==> src/rtl/lisl_pkg.sv <==
// Shared beat types and constants for the longest increasing subsequence block.
package lisl_pkg;

    // Flipping the sign bit turns signed order into unsigned order.
    localparam logic [31:0] SIGN_FLIP = 32'h8000_0000;

    // Largest length the 11-bit result field can report.
    localparam logic [10:0] LEN_MAX = 11'd2047;

    typedef struct packed {
        logic signed [31:0] value;
        logic               first;
    } t_in_beat;

    typedef struct packed {
        logic [10:0] length;
        logic        full_res;
    } t_out_beat;

endpackage

==> src/rtl/lisl_engine.sv <==
// Search sequencer: binary search over the tails store with one shared comparator.
module lisl_engine #(
    parameter int unsigned CAPACITY = 1024,
    localparam int unsigned IW = $clog2(CAPACITY),
    localparam int unsigned LW = $clog2(CAPACITY + 1)
) (
    input  logic              i_clk,
    input  logic              i_rst_n,
    input  logic              i_start,
    input  lisl_pkg::t_in_beat i_item,
    output logic              o_idle,
    input  logic              i_res_ready,
    output logic              o_res_valid,
    output lisl_pkg::t_out_beat o_res,
    output logic              o_rd_en,
    output logic [IW-1:0]     o_rd_addr,
    input  logic [31:0]       i_rd_data,
    output logic              o_wr_en,
    output logic [IW-1:0]     o_wr_addr,
    output logic [31:0]       o_wr_data
);

    import lisl_pkg::*;

    localparam int unsigned OW = (LW > 11) ? LW : 11;

    typedef enum logic [1:0] {
        ST_IDLE,
        ST_CHECK,
        ST_CMP,
        ST_UPD
    } t_state;

    t_state        r_state, n_state;
    logic [LW-1:0] r_len, n_len;
    logic [LW-1:0] r_lo, n_lo;
    logic [LW-1:0] r_hi, n_hi;
    logic [LW-1:0] r_mid, n_mid;
    logic [31:0]   r_key, n_key;

    logic [LW-1:0] mid;
    logic          hit;
    logic          room;
    logic [LW-1:0] upd_len;
    logic [OW-1:0] len_wide;

    assign mid  = r_lo + ((r_hi - r_lo) >> 1);
    assign hit  = (r_lo < r_len);
    assign room = (r_len < LW'(CAPACITY));

    always_comb begin
        if (hit) begin
            upd_len = r_len;
        end else if (room) begin
            upd_len = LW'(r_len + 1'b1);
        end else begin
            upd_len = r_len;
        end
    end

    assign len_wide = OW'(upd_len);

    always_comb begin
        n_state = r_state;
        n_len   = r_len;
        n_lo    = r_lo;
        n_hi    = r_hi;
        n_mid   = r_mid;
        n_key   = r_key;
        o_rd_en = 1'b0;
        o_wr_en = 1'b0;
        o_res_valid = 1'b0;
        unique case (r_state)
            ST_IDLE: begin
                if (i_start) begin
                    n_key   = i_item.value ^ SIGN_FLIP;
                    n_len   = i_item.first ? '0 : r_len;
                    n_lo    = '0;
                    n_hi    = n_len;
                    n_state = ST_CHECK;
                end
            end
            ST_CHECK: begin
                if (r_lo < r_hi) begin
                    o_rd_en = 1'b1;
                    n_mid   = mid;
                    n_state = ST_CMP;
                end else begin
                    n_state = ST_UPD;
                end
            end
            ST_CMP: begin
                if (i_rd_data < r_key) begin
                    n_lo = LW'(r_mid + 1'b1);
                end else begin
                    n_hi = r_mid;
                end
                n_state = ST_CHECK;
            end
            ST_UPD: begin
                if (i_res_ready) begin
                    o_res_valid = 1'b1;
                    o_wr_en     = hit || room;
                    n_len       = upd_len;
                    n_state     = ST_IDLE;
                end
            end
            default: begin
                n_state = ST_IDLE;
            end
        endcase
    end

    always_ff @(posedge i_clk) begin
        if (!i_rst_n) begin
            r_state <= ST_IDLE;
            r_len   <= '0;
        end else begin
            r_state <= n_state;
            r_len   <= n_len;
        end
        r_lo  <= n_lo;
        r_hi  <= n_hi;
        r_mid <= n_mid;
        r_key <= n_key;
    end

    // When the search ends past the last tail, lo equals the length, so the
    // same address serves both replacement and extension.
    assign o_rd_addr = mid[IW-1:0];
    assign o_wr_addr = r_lo[IW-1:0];
    assign o_wr_data = r_key;
    assign o_idle    = (r_state == ST_IDLE);

    assign o_res.length   = (len_wide > OW'(LEN_MAX)) ? LEN_MAX : len_wide[10:0];
    assign o_res.full_res = !hit && !room;

endmodule

==> config.mk <==
export PLATFORM = sky130hd
export DESIGN_NAME = lisl_engine
export DESIGN_NICKNAME = d
export VERILOG_FILES = /design/src/rtl/lisl_pkg.sv /design/src/rtl/lisl_engine.sv
export SDC_FILE = /design/constraint.sdc
export NUM_CORES = 1
export LEC_CHECK = 0
export BUFFER_PORTS_ARGS = -buffer_cell sky130_fd_sc_hd__buf_2
export CORE_ASPECT_RATIO = 1.25
export CORE_MARGIN = 2
export CORE_UTILIZATION = 41
export CTS_CLUSTER_DIAMETER = 30
export DETAILED_ROUTE_END_ITERATION = 7
export PLACE_DENSITY = 0.73
export SYNTH_ARGS = -nofsm -noshare
export SYNTH_HDL_FRONTEND = slang
export SYNTH_SLANG_ARGS = --single-unit
==> constraint.sdc <==
create_clock -name i_clk -period 3.7 [get_ports i_clk]
set_input_delay 0.185 -clock i_clk [delete_from_list [all_inputs] [get_ports i_clk]]
set_output_delay 0.185 -clock i_clk [all_outputs]
set_load 0.03 [all_outputs]
==> Yosys cells after proc, flatten, opt, wreduce, memory -nomap -nowiden <==
Cells that the tools add are included.
{ "word_totals": {"regBits": 78, "out_inout_bits": 68} }
{ "classes": {"add_sub_neg": 4, "magnitude_cmp": 5, "eq_ne": 7, "mux": 22, "n_bitwise": 1, "reduce_logical": 13} }
{ "op_table": {"columns": ["cell", "count"], "rows": [
  ["$mux W11", 9],
  ["$pmux W11 S2", 3],
  ["$lt A32 B32 Y1", 1],
  ["$add A11 B1 Y11 const B", 2],
  ["$lt A11 B11 Y1", 2],
  ["$add A11 B10 Y11", 1],
  ["$gt A11 B11 Y1 const B", 1],
  ["$lt A11 B11 Y1 const B", 1],
  ["$sub A11 B11 Y11", 1],
  ["$reduce_and A3 Y1", 3],
  ["$ne A2 B2 Y1 const B", 4],
  ["$pmux W2 S4", 1],
  ["$mux W1", 7],
  ["$reduce_and A2 Y1", 3],
  ["$eq A2 B2 Y1 const B", 2],
  ["$mux W2", 2],
  ["$reduce_bool A2 Y1", 2],
  ["$eq A2 B1 Y1 const B", 1],
  ["$logic_not A1 Y1", 2],
  ["$logic_not A2 Y1", 1],
  ["$logic_and A1 B1 Y1", 1],
  ["$logic_or A1 B1 Y1", 1],
  ["$not A1 Y1", 1]
]} }

==> Logic depth before layout (Yosys ltp) <==
Gate-level depths: netlist (run 1).
{ "depth": {"word_depth": 5, "ltp_mapped": 16, "ltp_nobuf": 15} }

==> Worst setup path before layout (run 1) <==
No wires, ideal clock.
{ "synth_path": {"path_kind": "register -> register", "startpoint": "register r_lo[1]", "endpoint": "register r_mid[0], enable pin", "t_arrival_ns": 3.218, "required_time_ns": 3.272, "slack_ns": 0.055, "stages_incl_launch_ff": 9, "synth_period_minus_slack_ns": 3.645, "path_cell_list": "edfxtp_1 > inv_1 > ha_1 > nor2b_1 > o31a_1 > o21ai_0 > o21ai_0 > nand3_1 > a211oi_1"} }
{ "synth_via": {"elab_chain_cells": 2} }
{ "synth_rtl": {"columns": ["item", "line_no", "text"], "rows": [
  ["start: declaration", "lisl_engine.sv:36", "logic [LW-1:0] r_lo, n_lo;"],
  ["start signal: assignment", "lisl_engine.sv:122", "r_lo <= n_lo;"],
  ["$lt A11 B11 Y1", "lisl_engine.sv:84", "if (r_lo < r_hi) begin"],
  ["$reduce_and A2 Y1 (no source line)", null, null],
  ["end signal: assignment", "lisl_engine.sv:124", "r_mid <= n_mid;"],
  ["end: declaration", "lisl_engine.sv:38", "logic [LW-1:0] r_mid, n_mid;"]
]} }
Every way passes these cells.
A chain may end at the register's enable or synchronous reset.

==> Final worst setup path (run 1) <==
{ "layout_path": {"startpoint": "register r_lo[0]", "endpoint": "output port o_rd_addr[8]"} }
{ "layout_via": {"elab_chain_cells": 2} }
{ "layout_rtl": {"columns": ["item", "line_no", "text"], "rows": [
  ["$sub A11 B11 Y11", "lisl_engine.sv:47", "assign mid = r_lo + ((r_hi - r_lo) >> 1);"],
  ["$add A11 B10 Y11 *", "lisl_engine.sv:47", null],
  ["end: declaration", "lisl_engine.sv:16", "output logic [IW-1:0] o_rd_addr,"]
]} }
Mark *: on every way between the ends. The rest lies on a longest branch, timed or not.

==> results of run 1 <==
-- through the flow --
step	hold slack [ps]	total power, mW	util, %	worst slack (ps)	TNS (ps)
2_1_floorplan	276.6	2.394	-	54.52	0
3_3_place_gp	362.7	2.601	47.66	303.5	0
3_5_place_dp	363.3	2.651	47.66	203.2	0
4_1_cts	7.635	3.609	50.35	18.38	0
5_1_grt	1.062	3.886	51.08	-17.92	-20.37
6_report	20.79	3.691	51.08	135.5	0
-- layout make-up --
class,count,area [sq um]
inverter,64,240.2
tap,168,210.2
sequential,78,2212
clock buffer,9,225.2
multi-input combinational,373,2715
fill,1156,6195
timing repair buffer,148,782.0
clock inverter,7,82.58
-- synth_stat cells, types with 3 or more instances --
cell type                   n
sky130_fd_sc_hd__ha_1      65
sky130_fd_sc_hd__xnor2_1   22
sky130_fd_sc_hd__a211oi_1   4
sky130_fd_sc_hd__clkbuf_1  10
sky130_fd_sc_hd__dfxtp_1   13
sky130_fd_sc_hd__a21oi_1   34
sky130_fd_sc_hd__o21ai_0   22
sky130_fd_sc_hd__nand3_1   24
sky130_fd_sc_hd__o21a_1     8
sky130_fd_sc_hd__nand2_1   38
sky130_fd_sc_hd__inv_1     64
sky130_fd_sc_hd__o31ai_1   13
sky130_fd_sc_hd__and2_1     4
sky130_fd_sc_hd__o21bai_1   4
sky130_fd_sc_hd__buf_4     20
sky130_fd_sc_hd__a21o_1    15
sky130_fd_sc_hd__and3_1     4
sky130_fd_sc_hd__nor2_1    38
sky130_fd_sc_hd__nand2b_1   4
sky130_fd_sc_hd__or3_1      6
sky130_fd_sc_hd__xor2_1     9
sky130_fd_sc_hd__nor3_1    15
sky130_fd_sc_hd__a31oi_1    3
sky130_fd_sc_hd__edfxtp_1  65
sky130_fd_sc_hd__nand4_1   11
-- routing by layer --
layer  vias to the layer above  part of all wire (%)
met3                        35                   6.5
met2                       172                    51
met4                         0                   3.6
met5                         -                     0
li1                       2193                     -
met1                      2103                    38
-- what timing repair did --
action	CTS	global route
hold buffers	0	1
resized for setup	4	13
setup buffers	2	5
setup endpoints to repair	2	4
pin swaps	1	4
endpoints found under the hold margin	0	1
-- worst max path at each step --
stage / to / slack [ps] / cells after the start
6_report: o_rd_addr[8] / 140 / 12
5_1_grt: o_rd_addr[9] / -20 / 15
4_1_cts: o_rd_addr[9] / 20 / 15
3_5_place_dp: o_rd_addr[9] / 200 / 15
3_3_place_gp: o_rd_addr[9] / 300 / 16
2_1_floorplan: r_mid[0] / 50 / 8
-- critical path, delay by kind of cell, from the launching register on --
| family | cells | cell delay, ps |
|---|---|---|
| AO/OA/AOI/OAI | 3 | 660 |
| XOR/XNOR | 1 | 110 |
| adder cells (fa/ha/maj) | 4 | 1300 |
| buffers and inverters | 3 | 440 |
| AND/OR/NAND/NOR | 1 | 120 |
| flip-flops | 1 | 400 |
-- sequential cells by signal, indices dropped and copies added, names as in the netlist --
register / flops
r_state: 2
r_len: 11
r_hi: 11
o_wr_data: 32
r_mid: 11
r_lo: 11
-- placed cells by master (no fill, tap or decap), drive strengths merged, types with 3 or more instances in the layout --
master / Yosys / routed
a211oi: 4 / 4
a21o: 15 / 15
a21oi: 34 / 34
a31oi: 3 / 3
and2: 4 / 4
and3: 4 / 4
buf: 21 / 147
clkbuf: 10 / 9
dfxtp: 13 / 13
edfxtp: 65 / 65
ha: 65 / 65
inv: 64 / 66
nand2: 39 / 39
nand2b: 4 / 4
nand3: 25 / 25
nand4: 11 / 11
nor2: 38 / 38
nor3: 15 / 15
o21a: 8 / 8
o21ai: 22 / 22
o21bai: 4 / 4
o31ai: 13 / 13
or3: 7 / 7
xnor2: 22 / 22
xor2: 9 / 9
-- logic make-up (layout without fill, tap and decap cells) --
family                   count (synthesis)  in the layout
buffers and inverters                   95            228
adder cells (fa/ha/maj)                 67             67
AND/OR/NAND/NOR                        153            153
flip-flops                              78             78
XOR/XNOR                                31             31
AO/OA/AOI/OAI                          122            122
-- power groups by stage --
stage / logic (mW) / registers (mW) / clock network [mW]
floorplan: 1.17 / 1.22 / 0
global placement: 1.41 / 1.19 / 0
detailed placement: 1.46 / 1.19 / 0
CTS: 1.50 / 1.17 / 0.934
global route: 1.72 / 1.18 / 0.980
finish: 1.60 / 1.17 / 0.920
==> results.md, run 1 <==
- The die covers 13850 sq um.
- The net total in the final layout is 810.
- The flop and latch count out of synthesis is 78.
- Synthesis instantiated 47 different standard cells from the library.
- After global routing, the most crowded layer is met2.
- The number of instances on the worst hold path is 1.
- The clock latency of the later-clocked register in the worst-skew pair is 340 ps.
- The basic-gate share of the synthesized area counting and, or, nand and nor cells is 13.77%.
- At the worst endpoint, the required time is 3510 ps.
- The xor/xnor share of the synthesized area is 5.124%.
- The number of placed instances, taps included, is 823.
- Static timing analysis puts the maximum clock frequency at 280.5 MHz.
- The post-route minimum period is 3565 ps.
- The sink of the worst hold path is o_wr_data[1].
- The number of nets in the synthesized netlist is 682.
- The worst register-to-register path ends at r_mid[10].
- The portion of the post-synthesis area used by sequential elements is 41.75%.
- The signed area change from the synthesized netlist to the final layout is 22.05%.
- In the final routed layout, each cell accounts on average for 16.74 um.
- The overflow left after global routing is 0.
- The TritonCTS clock tree is done.
- The run finished with clean final reports.
- The number of synthesis warnings is 0.
- Power spread over the standard cell area amounts to 570.6 nW/um^2.
- The count of input and output buffers is 136.
- Multiplexer cells account for 0% of the synthesized area.
- The worst register-to-register path has a setup slack of 560 ps.
- The detailed-route vias per instance is 5.316.
- The worst pin sits at a relative slew slack of 38.79%.
- The endpoint type of the worst setup path is a primary output.
- The data arrival time of the critical path is 3380 ps.
- In this run, CTS created clock tree buffers numbering 9.
- Setup violations remaining at the end of the flow were counted as 0.
- The startpoint of the most critical register-to-register path is r_hi[0].
- The number of enable flip-flop cells after synthesis is 65.
- The switching part of the total power is 39.76%.
- In this run the worst setup path begins at r_lo[0].
- The cell at the root of the clock tree is sky130_fd_sc_hd__clkbuf_16.
- The number of global-route vias before repair was 4498.
- In the synthesized netlist the dominant register cell turns out to be sky130_fd_sc_hd__edfxtp_1.
- Summed over all nets, the switching power comes to 1.467 mW.
- Measured in cells, the most critical reg-to-reg path has a length of 16.
- A synthesized cell averages 9.705 sq um.
- After synthesis, the largest area contributor takes up 36.84% of total cell area.
- Traced cell by cell, the critical path runs through ha_1, inv_1, fa_2, ha_1, fa_1, a21o_1, a211oi_1, nor2_1, o41ai_2, buf_4, xnor2_2, buf_4.
- The slew at the pin closest to its max-slew limit is 914.1 ps.
- The buffer levels on the longest clock path is 2.
- The global-route track usage on met1 is 21.81%.
- Wires add up to 14180 um.
- Setup repair after global routing could not meet its margin everywhere.
- The weighted congestion reported at the end of routability-driven placement is 0.8988.
- The worst setup path is of the flop to primary output kind.
- The post-place instance area is 6035 sq um.
- In this run the worst path has a maximum fanout of 3.
- The final route contains 4503 vias.
- The share of total power dissipated in sequential elements is 31.8%.
- The first TritonRoute pass finished after 4 iterations.
- The path class of the tightest hold or removal check is input port to flop.
- Entering global routing, the biggest net connects 24 pins.
- In the finished design, the share of the clock period the worst path needs comes to 96.34%.
- The synthesized netlist devotes 16.10% of its cell area to adder and majority cells.
- The starting density of the core is 41.85%.
- The share of total power in combinational logic is 43.3%.
- The iteration-0 DRC count of the detailed router is 296.
- The max-cap check violation count is 0.
- The remaining routing DRC violations is 0.
- Clock-pin slew was measured on the worst setup and hold paths at 60 ps.
- The number of ports placed on the die boundary is 137.
- The initial antenna violation count is 0.
- Global routing consumed, on the met2 layer, 36.77% of the routing resources.
- The max-slew violation total from the final report was 0.
- By area, the combinational part of the netlist is dominated by adder cells.
- For this run, the slowest stage of the critical path takes 430 ps.
- The first global-routing pass estimated 21830 um of wire.
- Measured along the y axis, the die boundary spans 131.1 um.
- Among all stages on the critical path, the largest delay is contributed by sky130_fd_sc_hd__fa_2.
- The worst ir drop on vdd is 0.4620 mV.
- For this run, the total global-route usage over all layers was measured as 20.01%.
- After technology mapping, the gate count stands at 546.
- sky130_fd_sc_hd__edfxtp_1 takes more of the synthesized area than any other cell.
- The H-tree depth reported by CTS is 3.
- The post-route netlist has 26.95% of its cells at a drive strength greater than 1.
- Summing the areas of all compound-gate instances in the mapped netlist gives 15.09% of the synthesized area.
- Counting flops with an async set or reset pin after synthesis yields a share of 0%.
- Once detailed placement completed, the half-perimeter wirelength came to 11170 um.
- The startpoint type of the worst setup path is a flop.
- 0 antenna diodes ended up in the layout.
- The detail route stage leaves a number of antenna-violating nets equal to 0.
- The share of total power in the clock network is 24.9%.
- The horizontal die dimension is 105.7 um.
- The internal portion of the total power is 2.223 mW.
- The startpoint identified for the worst hold timing path is i_item[2].
- The number of hold-slack violations in the final timing report is 0.
- For this run, global-route usage on met3 was measured as 3.869%.
- In this run the standard cell core region covers 12660 sq um.
- Once layout is done, the placed cells without fillers occupy 6467 sq um.
- The post-synthesis instance area is 5299 sq um.
- Yosys attributes the largest share of cell area to sky130_fd_sc_hd__edfxtp_1 (37%), sky130_fd_sc_hd__ha_1 (15%), sky130_fd_sc_hd__dfxtp_1 (4.9%).
- The clock drives 78 sinks.
- The final standard cell count with taps included and fillers excluded is 847.
- The static leakage is 2.913 nW.
- The floorplan row count is 46.
- On the final layout, the worst clock skew is 7.670 ps.
No activity file was read; power rests on OpenSTA's default activity.
==> inputs of run 2 (changes only) <==
Settings changed: HOLD_SLACK_MARGIN from default to 0.05.
Clock period 3.7 ns to 3.92 ns, I/O delays scaled along.
==> run 2 against run 1 <==
Against the previous run:
- sequential share of layout area fell by 1.0 points
- setup slack improved by 59 ps
- clock skew fell by 2.1 ps
- critical path depth did not move
- flip-flop and latch count did not move
- sequential power fell by 5%
- worst hold slack improved by 52 ps
- non-clock buffer count rose by 25
- first-iteration DRC count fell by 23%
- total power fell by 8.7%
- clock-buffer cell count did not move
- utilization rose by 1.6 points
- critical endpoint unchanged
- highest routed layer unchanged
==> results.md, run 2 (synthesis gave the netlist of run 1 again) <==
- In the global route stage, met1 resource usage came out at 22.72%.
- The max-cap check violation count is 0.
- STA classifies the critical path endpoint as a primary output.
- The worst flop-to-flop path endpoint is r_mid[10].
- In this run the deepest clock path goes through 2 buffers.
- The post-route minimum period is 3725 ps.
- The congestion estimate from routability-driven global placement came to 0.9118.
- Along the worst hold path, the cell count comes to 1.
- The H-tree depth reported by CTS is 3.
- Traced cell by cell, the critical path runs through ha_1, inv_1, fa_1, ha_1, fa_1, a21o_1, a211oi_1, nor2_1, o41ai_1, buf_4, xnor2_1, buf_2.
- The critical hold path startpoint is i_item[16].
- The path with the worst hold slack has its endpoint at o_wr_data[15].
- The floorplan has 46 rows.
- The max-slew violation total from the final report came to 0.
- At the later pin of the worst-skew pair, clock insertion delay measures 330 ps.
- Once the floorplan was initialized, standard cells occupied 41.85% of the core.
- The number of ports placed on the die boundary is 137.
- Grouping stages by cell kind, the critical path spends the most delay in adder cells.
- The fraction of final layout cells sized beyond drive strength 1 is 24.57%.
- The setup slack of the worst register-to-register path is 740 ps.
- The buffers plus inverters on the worst setup path is 3.
- With fillers left out, the area of the finished cells amounts to 6665 sq um.
- At the pin with the least slew margin, the transition time is 912.8 ps.
- The run finished with clean final reports.
- Measured in cells, the most critical reg-to-reg path has a length of 11.
- The global routing usage on met2 is 37.53%.
- The final routed wire length divided by cell count is 16.41 um.
- The number of detailed-routing iterations run before antenna repair is 5.
- Relative to the synthesized area, the layout overhead comes to 25.79%.
- The region available for standard cell placement spans 12660 sq um.
- The register with the most flip-flops in the layout has 32 of them.
- The layer flagged by global routing as most heavily used is met2.
- Timing analysis after detailed placement gives a worst setup slack of 398.9 ps.
- The worst clock skew is 5.580 ps.
- Summed over all layers, the global routing overflow is 0.
- Timing would allow up to 268.4 MHz.
- The number of clock sinks is 78.
- Data arrives at the worst endpoint at 3530 ps.
- The data required time at the worst endpoint is 3720 ps.
- Entering global routing, the biggest net connects 24 pins.
- Power spread over the standard cell area amounts to 505.4 nW/um^2.
- Using the TritonRoute via totals, the vias-per-cell ratio works out to 5.314.
- The design draws 3.369 mW.
- In the layout the commonest cells are sky130_fd_sc_hd__buf_2 (135), sky130_fd_sc_hd__ha_1 (65), sky130_fd_sc_hd__edfxtp_1 (65), sky130_fd_sc_hd__inv_1 (64).
- The net total in the final layout is 835.
- The number of filler cells placed in the layout is 1161.
- In this run the cell area measured after placement is 6035 sq um.
- Among all stages on the critical path, the largest delay is contributed by sky130_fd_sc_hd__edfxtp_1.
- The estimated wirelength of the detail-placed design is 11080 um.
- Setup repair after global routing left no endpoint under its margin.
- The first-pass GRT wire length is 22360 um.
- Measured against its own limit, the worst slew margin works out to 38.87%.
- The most frequent standard cell in the layout excluding fill and tap cells is sky130_fd_sc_hd__buf_2.
- The largest fanout on the critical path is 4.
- For the final routed database, the setup TNS stands at 0 ps.
- The class of the most critical setup path is flop to primary output.
- The number of global-route vias before repair came to 4561.
- After clock tree synthesis, the clock-pin slew on the worst setup and hold paths is 60 ps.
- The largest single stage delay on the critical path is 430 ps.
- The iteration-0 DRC count of the detailed router is 229.
- The TritonCTS clock tree is done.
- The number of hold-slack violations in the final timing report came to 0.
- The total via count after detailed routing is 4634.
- Summed over all layers, the routed wires come to 14310 um.
- The floorplan step defined a die boundary enclosing 13850 sq um.
- The static leakage is 2.987 nW.
- The worst ir drop on vdd is 0.4212 mV.
- The startpoint identified for the worst register-to-register timing path is r_lo[0].
- Buffers placed on the I/O ports in this run total 136.
- The type of the tightest min-delay check is input port to flop.
- Across all setup checks in the final design, the least slack found is 194.7 ps.
- The startpoint type of the worst setup path is a flop.
- The cell at the root of the clock tree is sky130_fd_sc_hd__clkbuf_16.
- For this run, design rule violations remaining after detail routing come to 0.
- Global routing consumed, over all layers together, 20.46% of the routing resources.
- The repair_antennas step left the layout with diodes totalling 0.
- The vertical extent of the die is 131.1 um.
- The remaining antenna violation count is 0.
- In this run the horizontal extent of the chip is 105.7 um.
- The met3 routing resource usage after global routing is 3.720%.
- The total of endpoints with negative setup slack in the final report is 0.
- The worst setup path startpoint is r_lo[0].
- The number of clock buffers inserted by TritonCTS is 9.
- The share of the cycle needed by the critical path after routing is 95.03%.
- The initial antenna violation count came to 0.
[run 2: cell types whose count changed in the layout (fill, tap and decap cells not counted), moves of 2 or more]
cell | previous run | this run
sky130_fd_sc_hd__clkinv_4 | 2 | 0
sky130_fd_sc_hd__o21ai_1 | 3 | 1
sky130_fd_sc_hd__dlygate4sd3_1 | 1 | 28
sky130_fd_sc_hd__clkinv_1 | 0 | 2
sky130_fd_sc_hd__xnor2_1 | 20 | 22
sky130_fd_sc_hd__buf_4 | 12 | 10
sky130_fd_sc_hd__xnor2_2 | 2 | 0
sky130_fd_sc_hd__o21ai_0 | 19 | 21
[run 2: through the flow]
stage | utilization, % | hold slack [ps] | cells
final | 52.64 | 72.63 | 872
after global routing | 52.64 | 59.94 | 872
after CTS | 52.16 | 67.28 | 867
after detailed placement | 47.66 | 374.5 | 823
after global placement | 47.66 | 373.9 | 823
after floorplan | - | 287.6 | 546
[run 2: final cells by class]
| cell class | instances | area, sq um | area share, % |
|---|---|---|---|
| clock buffers | 9 | 225.2 | 3.379 |
| clock inverters | 7 | 65.06 | 0.9762 |
| inverters | 64 | 240.2 | 3.604 |
| multi-input cells | 373 | 2681 | 40.23 |
| flip-flops and latches | 78 | 2212 | 33.19 |
| well taps | 168 | 210.2 | 3.154 |
| repair buffers | 173 | 1031 | 15.47 |
[run 2: worst register-to-register path: cells and delay by family (launching register included)]
kind / cells / cell delay [ps]
buffers and inverters: 2 / 270
DFF: 1 / 430
AOI/OAI and AO/OA: 4 / 850
and+or+nand+nor: 1 / 100
adders and majority gates: 4 / 1290
[run 2: layer usage]
metal  share of wire, %  routed length, um
met5                  0                  0
met4                3.1                438
met3                5.6                796
met2                 52               7416
met1                 40               5657
[run 2: how the worst max path moves through the flow]
stage,to,slack (ps),depth (start not counted)
detailed placement,o_rd_addr[9],400,15
floorplan,r_mid[0],270,8
CTS,o_rd_addr[9],20,15
global route,o_rd_addr[8],10,12
global placement,o_rd_addr[9],520,16
finish,o_rd_addr[8],190,12
[run 2: power by group]
group | switching, mW | internal, mW
logic | 0.920 | 0.523
registers | 0.0707 | 1.04
clock network | 0.330 | 0.487
total | 1.32 | 2.05
[run 2: what timing repair did]
item                       in CTS  in global routing
hold buffers                   28                  0
buffers inserted                0                  5
setup endpoints to repair       0                  2
hold endpoints to repair       28                  0
resized for setup               0                  6
